<file path="src/atipd_pkg.sv">
// Types, constants and helper functions for the +IPD payload deframer.
package atipd_pkg;

	localparam int PAYLOAD_CAPACITY = 256;

	localparam logic [7:0] CH_PLUS  = 8'h2B;
	localparam logic [7:0] CH_I     = 8'h49;
	localparam logic [7:0] CH_P     = 8'h50;
	localparam logic [7:0] CH_D     = 8'h44;
	localparam logic [7:0] CH_COMMA = 8'h2C;
	localparam logic [7:0] CH_COLON = 8'h3A;
	localparam logic [7:0] CH_ZERO  = 8'h30;
	localparam logic [7:0] CH_NINE  = 8'h39;

	typedef enum logic [2:0] {
		PH_TEXT = 3'd0,
		PH_PLUS = 3'd1,
		PH_I    = 3'd2,
		PH_P    = 3'd3,
		PH_D    = 3'd4,
		PH_LEN  = 3'd5,
		PH_DATA = 3'd6
	} phase_t;

	typedef enum logic [1:0] {
		KIND_TEXT    = 2'd0,
		KIND_PAYLOAD = 2'd1,
		KIND_DONE    = 2'd2
	} kind_t;

	// Compact description of all results caused by one input item.
	typedef struct packed {
		logic       is_data;     // payload/complete burst, else text burst
		logic [2:0] count;       // number of results, 0..5
		logic [2:0] replay;      // prefix chars replayed before ch
		logic [7:0] ch;          // the input byte
		logic       has_payload; // data burst starts with a payload byte
		logic [7:0] pos;
		logic [8:0] plen;
	} burst_t;

	function automatic logic [7:0] prefix_char(input logic [1:0] idx);
		logic [7:0] c;
		case (idx)
			2'd0: c = CH_PLUS;
			2'd1: c = CH_I;
			2'd2: c = CH_P;
			default: c = CH_D;
		endcase
		return c;
	endfunction

	// Character expected in prefix phase p.
	function automatic logic [7:0] expect_char(input phase_t p);
		logic [7:0] c;
		case (p)
			PH_PLUS: c = CH_I;
			PH_I:    c = CH_P;
			PH_P:    c = CH_D;
			default: c = CH_COMMA;
		endcase
		return c;
	endfunction

endpackage

</file>
<file path="src/atipd_parse.sv">
// Frame recognizer: parser state and the result burst of each accepted byte.
module atipd_parse (
	input  logic                  clk,
	input  logic                  arst_n,
	input  logic                  accept,
	input  logic [7:0]            in_byte,
	output atipd_pkg::burst_t     burst
);

	atipd_pkg::phase_t phase_q, phase_d;
	logic [15:0] declared_q, declared_d;
	logic [15:0] seen_q, seen_d;
	logic [15:0] seen_inc;
	logic [15:0] plen_full;
	logic [7:0]  digit;
	logic        has_payload;
	logic        done;

	assign seen_inc  = seen_q + 16'd1;
	assign digit     = in_byte - atipd_pkg::CH_ZERO;
	assign plen_full = (32'(declared_q) > 32'(atipd_pkg::PAYLOAD_CAPACITY)) ?
		16'(atipd_pkg::PAYLOAD_CAPACITY) : declared_q;
	assign has_payload = 32'(seen_q) < 32'(atipd_pkg::PAYLOAD_CAPACITY);
	assign done        = seen_inc >= declared_q;

	always_comb begin
		phase_d    = phase_q;
		declared_d = declared_q;
		seen_d     = seen_q;
		burst             = '0;
		burst.ch          = in_byte;
		burst.pos         = seen_q[7:0];
		burst.plen        = plen_full[8:0];
		case (phase_q)
			atipd_pkg::PH_TEXT: begin
				if (in_byte == atipd_pkg::CH_PLUS) begin
					phase_d = atipd_pkg::PH_PLUS;
				end else begin
					burst.count = 3'd1;
				end
			end
			atipd_pkg::PH_PLUS, atipd_pkg::PH_I, atipd_pkg::PH_P, atipd_pkg::PH_D: begin
				if (in_byte == atipd_pkg::expect_char(phase_q)) begin
					if (phase_q == atipd_pkg::PH_D) begin
						declared_d = '0;
						phase_d    = atipd_pkg::PH_LEN;
					end else begin
						phase_d = atipd_pkg::phase_t'(phase_q + 3'd1);
					end
				end else begin
					// replay the matched prefix, then the breaking byte
					burst.replay = phase_q;
					burst.count  = phase_q + 3'd1;
					phase_d      = atipd_pkg::PH_TEXT;
				end
			end
			atipd_pkg::PH_LEN: begin
				if (in_byte >= atipd_pkg::CH_ZERO && in_byte <= atipd_pkg::CH_NINE) begin
					declared_d = (declared_q << 3) + (declared_q << 1) + {8'd0, digit};
				end else if (in_byte == atipd_pkg::CH_COLON) begin
					seen_d  = '0;
					phase_d = atipd_pkg::PH_DATA;
				end else begin
					phase_d = atipd_pkg::PH_TEXT;
				end
			end
			atipd_pkg::PH_DATA: begin
				burst.is_data     = 1'b1;
				burst.has_payload = has_payload;
				burst.count       = {2'b00, has_payload} + {2'b00, done};
				seen_d            = seen_inc;
				if (done) begin
					phase_d = atipd_pkg::PH_TEXT;
				end
			end
			default: begin
				phase_d = atipd_pkg::PH_TEXT;
			end
		endcase
	end

	always_ff @(posedge clk or negedge arst_n) begin
		if (!arst_n) begin
			phase_q    <= atipd_pkg::PH_TEXT;
			declared_q <= '0;
			seen_q     <= '0;
		end else if (accept) begin
			phase_q    <= phase_d;
			declared_q <= declared_d;
			seen_q     <= seen_d;
		end
	end

endmodule

</file>
<file path="src/at_ipd_payload_deframer.sv">
// Top level of the +IPD payload deframer: burst register and result register.
//
// Input channel: in_valid / in_stall with incoming_byte, one modem byte per item.
// Output channel: out_valid / out_stall with kind, value, position,
// packet_length and last. An item is taken at an edge where valid is high and
// stall is low.
// Each input byte yields zero to five results; last marks the final result of
// a byte. Bytes outside a +IPD frame come out as text, payload bytes carry
// their index, and a packet-complete result ends each frame. A header that
// breaks in its length field is dropped, along with the breaking byte.
// Results go out through the burst register and then the result register.
// Throughput: one byte per cycle while each byte gives at most one result and
// the receiver does not stall. A byte that gives more results holds the burst
// register until its last result is loaded, since the result register takes
// at most one result per cycle; in_stall is high until then. Bytes that give
// no result (prefix, length digits) pass at one per cycle while in_stall is low.
// When the receiver stalls, the result register holds, the burst register
// fills, and in_stall rises; nothing is lost.
// Reset clears the parser to text phase and empties both registers.
module at_ipd_payload_deframer (
	input  logic       clk,
	input  logic       arst_n,
	input  logic       in_valid,
	output logic       in_stall,
	input  logic [7:0] incoming_byte,
	output logic       out_valid,
	input  logic       out_stall,
	output logic [1:0] kind,
	output logic [7:0] value,
	output logic [7:0] position,
	output logic [8:0] packet_length,
	output logic       last
);

	atipd_pkg::burst_t burst_new;
	atipd_pkg::burst_t burst_s1;
	logic              burst_vld_s1;
	logic [2:0]        idx_q;
	logic              accept;
	logic              out_load;
	logic              res_last;
	atipd_pkg::kind_t  res_kind;
	logic [7:0]        res_value;
	logic [7:0]        res_pos;
	logic [8:0]        res_plen;

	logic              out_valid_q;
	logic [1:0]        kind_q;
	logic [7:0]        value_q;
	logic [7:0]        position_q;
	logic [8:0]        packet_length_q;
	logic              last_q;

	assign out_load = burst_vld_s1 && (!out_valid_q || !out_stall);
	assign res_last = idx_q == (burst_s1.count - 3'd1);
	assign in_stall = burst_vld_s1 && !(out_load && res_last);
	assign accept   = in_valid && !in_stall;

	atipd_parse u_parse (
		.clk     (clk),
		.arst_n  (arst_n),
		.accept  (accept),
		.in_byte (incoming_byte),
		.burst   (burst_new)
	);

	// pick result idx_q of the pending burst
	always_comb begin
		res_kind  = atipd_pkg::KIND_TEXT;
		res_value = burst_s1.ch;
		res_pos   = '0;
		res_plen  = '0;
		if (!burst_s1.is_data) begin
			if (idx_q < burst_s1.replay) begin
				res_value = atipd_pkg::prefix_char(idx_q[1:0]);
			end
		end else if (burst_s1.has_payload && idx_q == 3'd0) begin
			res_kind = atipd_pkg::KIND_PAYLOAD;
			res_pos  = burst_s1.pos;
		end else begin
			res_kind  = atipd_pkg::KIND_DONE;
			res_value = '0;
			res_plen  = burst_s1.plen;
		end
	end

	always_ff @(posedge clk or negedge arst_n) begin
		if (!arst_n) begin
			burst_vld_s1 <= 1'b0;
			idx_q        <= '0;
		end else if (accept && burst_new.count != 3'd0) begin
			burst_vld_s1 <= 1'b1;
			idx_q        <= '0;
		end else if (out_load) begin
			if (res_last) begin
				burst_vld_s1 <= 1'b0;
			end
			idx_q <= idx_q + 3'd1;
		end
	end

	always_ff @(posedge clk) begin
		if (accept && burst_new.count != 3'd0) begin
			burst_s1 <= burst_new;
		end
	end

	always_ff @(posedge clk or negedge arst_n) begin
		if (!arst_n) begin
			out_valid_q <= 1'b0;
		end else if (!out_valid_q || !out_stall) begin
			out_valid_q <= burst_vld_s1;
		end
	end

	always_ff @(posedge clk) begin
		if (out_load) begin
			kind_q          <= res_kind;
			value_q         <= res_value;
			position_q      <= res_pos;
			packet_length_q <= res_plen;
			last_q          <= res_last;
		end
	end

	assign out_valid     = out_valid_q;
	assign kind          = kind_q;
	assign value         = value_q;
	assign position      = position_q;
	assign packet_length = packet_length_q;
	assign last          = last_q;

endmodule

</file>
<file path="config.mk">
export PLATFORM = sky130hd
export DESIGN_NAME = at_ipd_payload_deframer
export DESIGN_NICKNAME = d
export VERILOG_FILES = /design/src/atipd_pkg.sv /design/src/atipd_parse.sv /design/src/at_ipd_payload_deframer.sv
export SDC_FILE = /design/constraint.sdc
export NUM_CORES = 1
export LEC_CHECK = 0
export BUFFER_PORTS_ARGS = -buffer_cell sky130_fd_sc_hd__buf_4
export CAP_MARGIN = 5
export CELL_PAD_IN_SITES_DETAIL_PLACEMENT = 2
export CELL_PAD_IN_SITES_GLOBAL_PLACEMENT = 2
export CORE_MARGIN = 3
export CORE_UTILIZATION = 38
export CTS_BUF_LIST = sky130_fd_sc_hd__clkbuf_8
export CTS_CLUSTER_DIAMETER = 60
export DETAILED_ROUTE_END_ITERATION = 16
export GPL_TIMING_DRIVEN = 0
export PLACE_DENSITY_LB_ADDON = 0.1
export SLEW_MARGIN = 15
export SYNTH_ARGS = -nofsm -noshare
export SYNTH_HDL_FRONTEND = slang
export SYNTH_SLANG_ARGS = --single-unit
</file>
<file path="constraint.sdc">
create_clock -name clk -period 4.4 [get_ports clk]
set_clock_uncertainty 0.1 [all_clocks]
set_input_delay 0.22 -clock clk [delete_from_list [all_inputs] [get_ports clk]]
set_output_delay 0.22 -clock clk [all_outputs]
set_load 0.05 [all_outputs]
</file>
==> results by group <==
Logic synthesis
  • Post-Syn Area: around 0.0061 mm^2
  • Most frequent cell after synthesis: edfxtp_1
  • Sequential area share after synthesis: 0.465
  • Post-synth EDFFs: slightly above 60
  • Simple-Gate Fraction of Synth Area: 0.150
  • Async SR Flop Fraction: 0.396
  • Netlist cell types: 55
  • Synth top area share: 0.301
  • Compound-Gate Fraction of Synth Area: 0.138
  • Most common flop cell mapped by yosys: edfxtp_1
  • Synth Area in XOR/XNOR: 0.0483
  • Synth cell count leaders: edfxtp_1 (61), ha_1 (55), nand2_1 (47), inv_1 (42), o21ai_0 (42)
  • Yosys Warn Count: 0
  • Yosys top cell by area: edfxtp_1
  • Post-synthesis mux area share: 0.0241
  • Largest family of logic cells by synthesized area: simple AND/OR/NAND/NOR gates
  • Synth Net Count: between 600 and 700
  • Mean Syn Cell Area: 10.5 um^2
  • Yosys reg bits: just over 100
  • Synth Instances: about 580
  • Synth top area cells: edfxtp_1 (30%), dfrtp_1 (16%), ha_1 (11%)
  • Adder-Cell Fraction of Synth Area: 0.133

STA
  • Final setup fails: 0
  • Final setup TNS: 0 ns
  • Tmin final: slightly above 4 ns
  • Period utilization: 0.943
  • FMAX: around 240 MHz
  • Hold_ws: ~0.046 ns
  • Slew HR: 0.347
  • Worst-margin pin slew: around 0.98 ns
  • Post-route setup slack: 0.250 ns
  • Hold Fails Final Rpt: 0
  • Slew Limit Fails: 0

Clock tree
  • TritonCTS Buffers: 9
  • Clk slew on worst S/H paths: between 0.1 and 0.15 ns
  • Clk sinks: just over 100
  • Clock Latency Late Sink: around 0.38 ns
  • TritonCTS clock tree: yes
  • Htree depth: 3
  • # Post-CTS Setup Buffers: 0
  • Clock Path Buffers: 2
  • Root Buffer: clkbuf_8

Cells and area
  • # nets final: between 700 and 800
  • Cell area after layout: just over 0.007 mm^2
  • Share of cells above drive strength 1: 0.128
  • Diodes inserted: 0
  • Post-synthesis to final-layout area growth: 16.2%
  • Post-Layout Cell Count: 860
  • Final Util: 0.458
  • Fill count: approximately 1,600

Placed design
  • Final HPWL DP: roughly 13,000 um
  • PortBufs: between 40 and 50
  • Placed inst area: about 0.0067 mm^2
  • Gpl congestion: roughly 0.86
  • Pre-CTS setup slack: -0.895 ns
  • Inst Count DP: between 800 and 900

Die
  • Die width: approximately 130 um
  • Row Count: 45
  • I/O Pins: 42
  • Overall die height: about 130 um
  • Starting density of the core: 0.394
  • Core Region: approximately 0.015 mm^2
  • Die Area: around 0.018 mm^2

Global route
  • Remaining Overflow, GRT: 0
  • GRT Resource Usage Total: 0.215
  • Initial antenna violation count: 0
  • Largest net degree at the start of global routing: 41
  • Vias in the first global route: 5,274
  • First-pass GRT wire length: just under 30,000 um

Route
  • Post-Route WL: 18,300 um
  • DRT Pass-1 Iters: 4
  • Vias: 4,684
  • Via density per instance: 5.45
  • # DRC: 0
  • Iteration-0 DRC Markers: between 150 and 200
  • Number of nets with antenna violations after routing: 0
  • Average wire per standard cell: roughly 21 um

Outcome
  • Status: completed

Flow run
  • MaxCap Viol Count: 0

Worst setup path
  • Critical path capture point type: flop
  • Worst Path Arrival: between 4 and 5 ns
  • Critical Path RT: about 4.4 ns
  • Setup CP Type: flop to flop
  • Critical path launch point type: flop
  • CP max FO: 9

Pwr
  • Static Leakage: slightly above 3 nW
  • Clock share of power: 0.146
  • Int Pwr: between 2 and 2.5 mW
  • Power per cell area: ~620 mW/mm^2
  • Max rail drop VDD: 0.314 mV
  • NetSw: roughly 2.0 mW
  • Combinational fraction of design power: 0.538
  • Switch share: 0.452
  • Final Total Pwr: 4.40 mW
  • Reg power frac: 0.316

Worst hold path
  • Hold Crit Class: input port to flop
-- cells in the final DEF (no fill, tap or decap), types with 3 or more instances in the layout --
cell type / Yosys / layout
dfrtp_1: 40 / 39
a21oi_1: 28 / 27
o21a_1: 5 / 5
a211oi_1: 3 / 3
edfxtp_1: 61 / 61
a31oi_1: 7 / 7
ha_1: 55 / 55
nor3b_1: 4 / 4
nor2_1: 32 / 32
a21o_1: 11 / 11
mux2i_1: 9 / 9
o211ai_1: 4 / 4
clkbuf_8: 0 / 10
buf_4: 0 / 41
dlygate4sd3_1: 0 / 10
xnor2_1: 21 / 21
nor2b_1: 6 / 6
and2_1: 21 / 19
inv_6: 0 / 3
clkbuf_1: 15 / 14
o31ai_1: 5 / 5
nor3_1: 16 / 15
nand2b_1: 8 / 8
xor2_1: 10 / 10
or3_1: 3 / 3
fa_1: 6 / 6
and2_4: 0 / 4
nand2_1: 47 / 47
nand3_1: 21 / 20
nand4_1: 5 / 5
o22ai_1: 6 / 6
o21ai_0: 42 / 41
nor4_1: 5 / 4
inv_1: 42 / 43
and3_1: 4 / 4
mux2_2: 5 / 5
-- power by group through the flow --
stage	Sequential (mW)	Clock (mW)	Combinational, mW
after floorplan	1.66	0	1.38
after global placement	1.40	0	2.19
after detailed placement	1.41	0	2.32
after CTS	1.39	0.654	2.37
after global routing	1.41	0.693	2.62
final	1.39	0.641	2.37
-- flip-flops by register name (all words and copies together), names as in the netlist --
name / cells
idx_q: 3
burst_vld_s1: 1
out_valid: 1
value: 8
u_parse.phase_q: 3
position: 8
packet_length: 9
u_parse.seen_q: 16
u_parse.declared_q: 16
burst_s1: 33
kind: 2
last: 1
-- logic make-up after synthesis --
kind of cell	Yosys count
AO/OA/AOI/OAI	130
XOR/XNOR	32
adder cells (fa/ha/maj)	61
buffers and inverters	60
flip-flops	101
multiplexers	14
AND/OR/NAND/NOR	180
-- metal layers --
metal,share of wire,vias up,track usage,wire length (um)
li1,-,2215,-,-
met1,0.43,2374,0.260,7850
met2,0.52,75,0.392,9580
met3,0.029,20,0.0297,526
met4,0.016,0,0.0733,296
met5,0,-,0,0
-- final cells by class --
| class | instances | area [um^2] | share of cell area |
|---|---|---|---|
| buffer | 17 | 88.8 | 0.0126 |
| inverter | 42 | 158 | 0.0223 |
| multi-input combinational | 421 | 3090 | 0.438 |
| timing repair buffer | 52 | 428 | 0.0605 |
| sequential | 101 | 2830 | 0.401 |
| tap | 211 | 264 | 0.0373 |
| clock buffer | 10 | 138 | 0.0195 |
| clock inverter | 6 | 67.6 | 0.00955 |
-- worst max-delay path: stages, from the launching register on --
cell	delay [ns]
dfrtp_1	0.48
nand3_2	0.21
nor4_4	0.34
and2_2	0.28
nand3_1	0.14
xnor2_1	0.17
ha_1	0.30
a21o_1	0.16
a21o_1	0.17
a21oi_1	0.21
o21ai_0	0.16
ha_1	0.34
nor2_1	0.11
nor2_1	0.05
nor2_1	0.21
o21ai_4	0.17
and2_2	0.27
-- worst paths after layout --
check | startpoint | slack [ns] | cells past startpoint | endpoint
worst max-delay path | u_parse.seen_q[3] | 0.25 | 16 | burst_s1[25]
max in group asynchronous | arst_n | 3.48 | 2 | u_parse.seen_q[2]
worst max register to register | u_parse.seen_q[3] | 0.25 | 16 | burst_s1[25]
worst min-delay path | out_stall | 0.05 | 3 | out_valid
worst min register to register | burst_s1[6] | 0.44 | 1 | packet_length[6]
min in group asynchronous | arst_n | 0.29 | 2 | u_parse.seen_q[7]
-- timing repair --
action,CTS,global route
pin swaps,0,1
hold buffers,10,0
setup endpoints to repair,37,36
endpoints found under the hold margin,49,0
resized for setup,9,5
gates cloned,3,1
No activity file was read; power rests on OpenSTA's default activity.
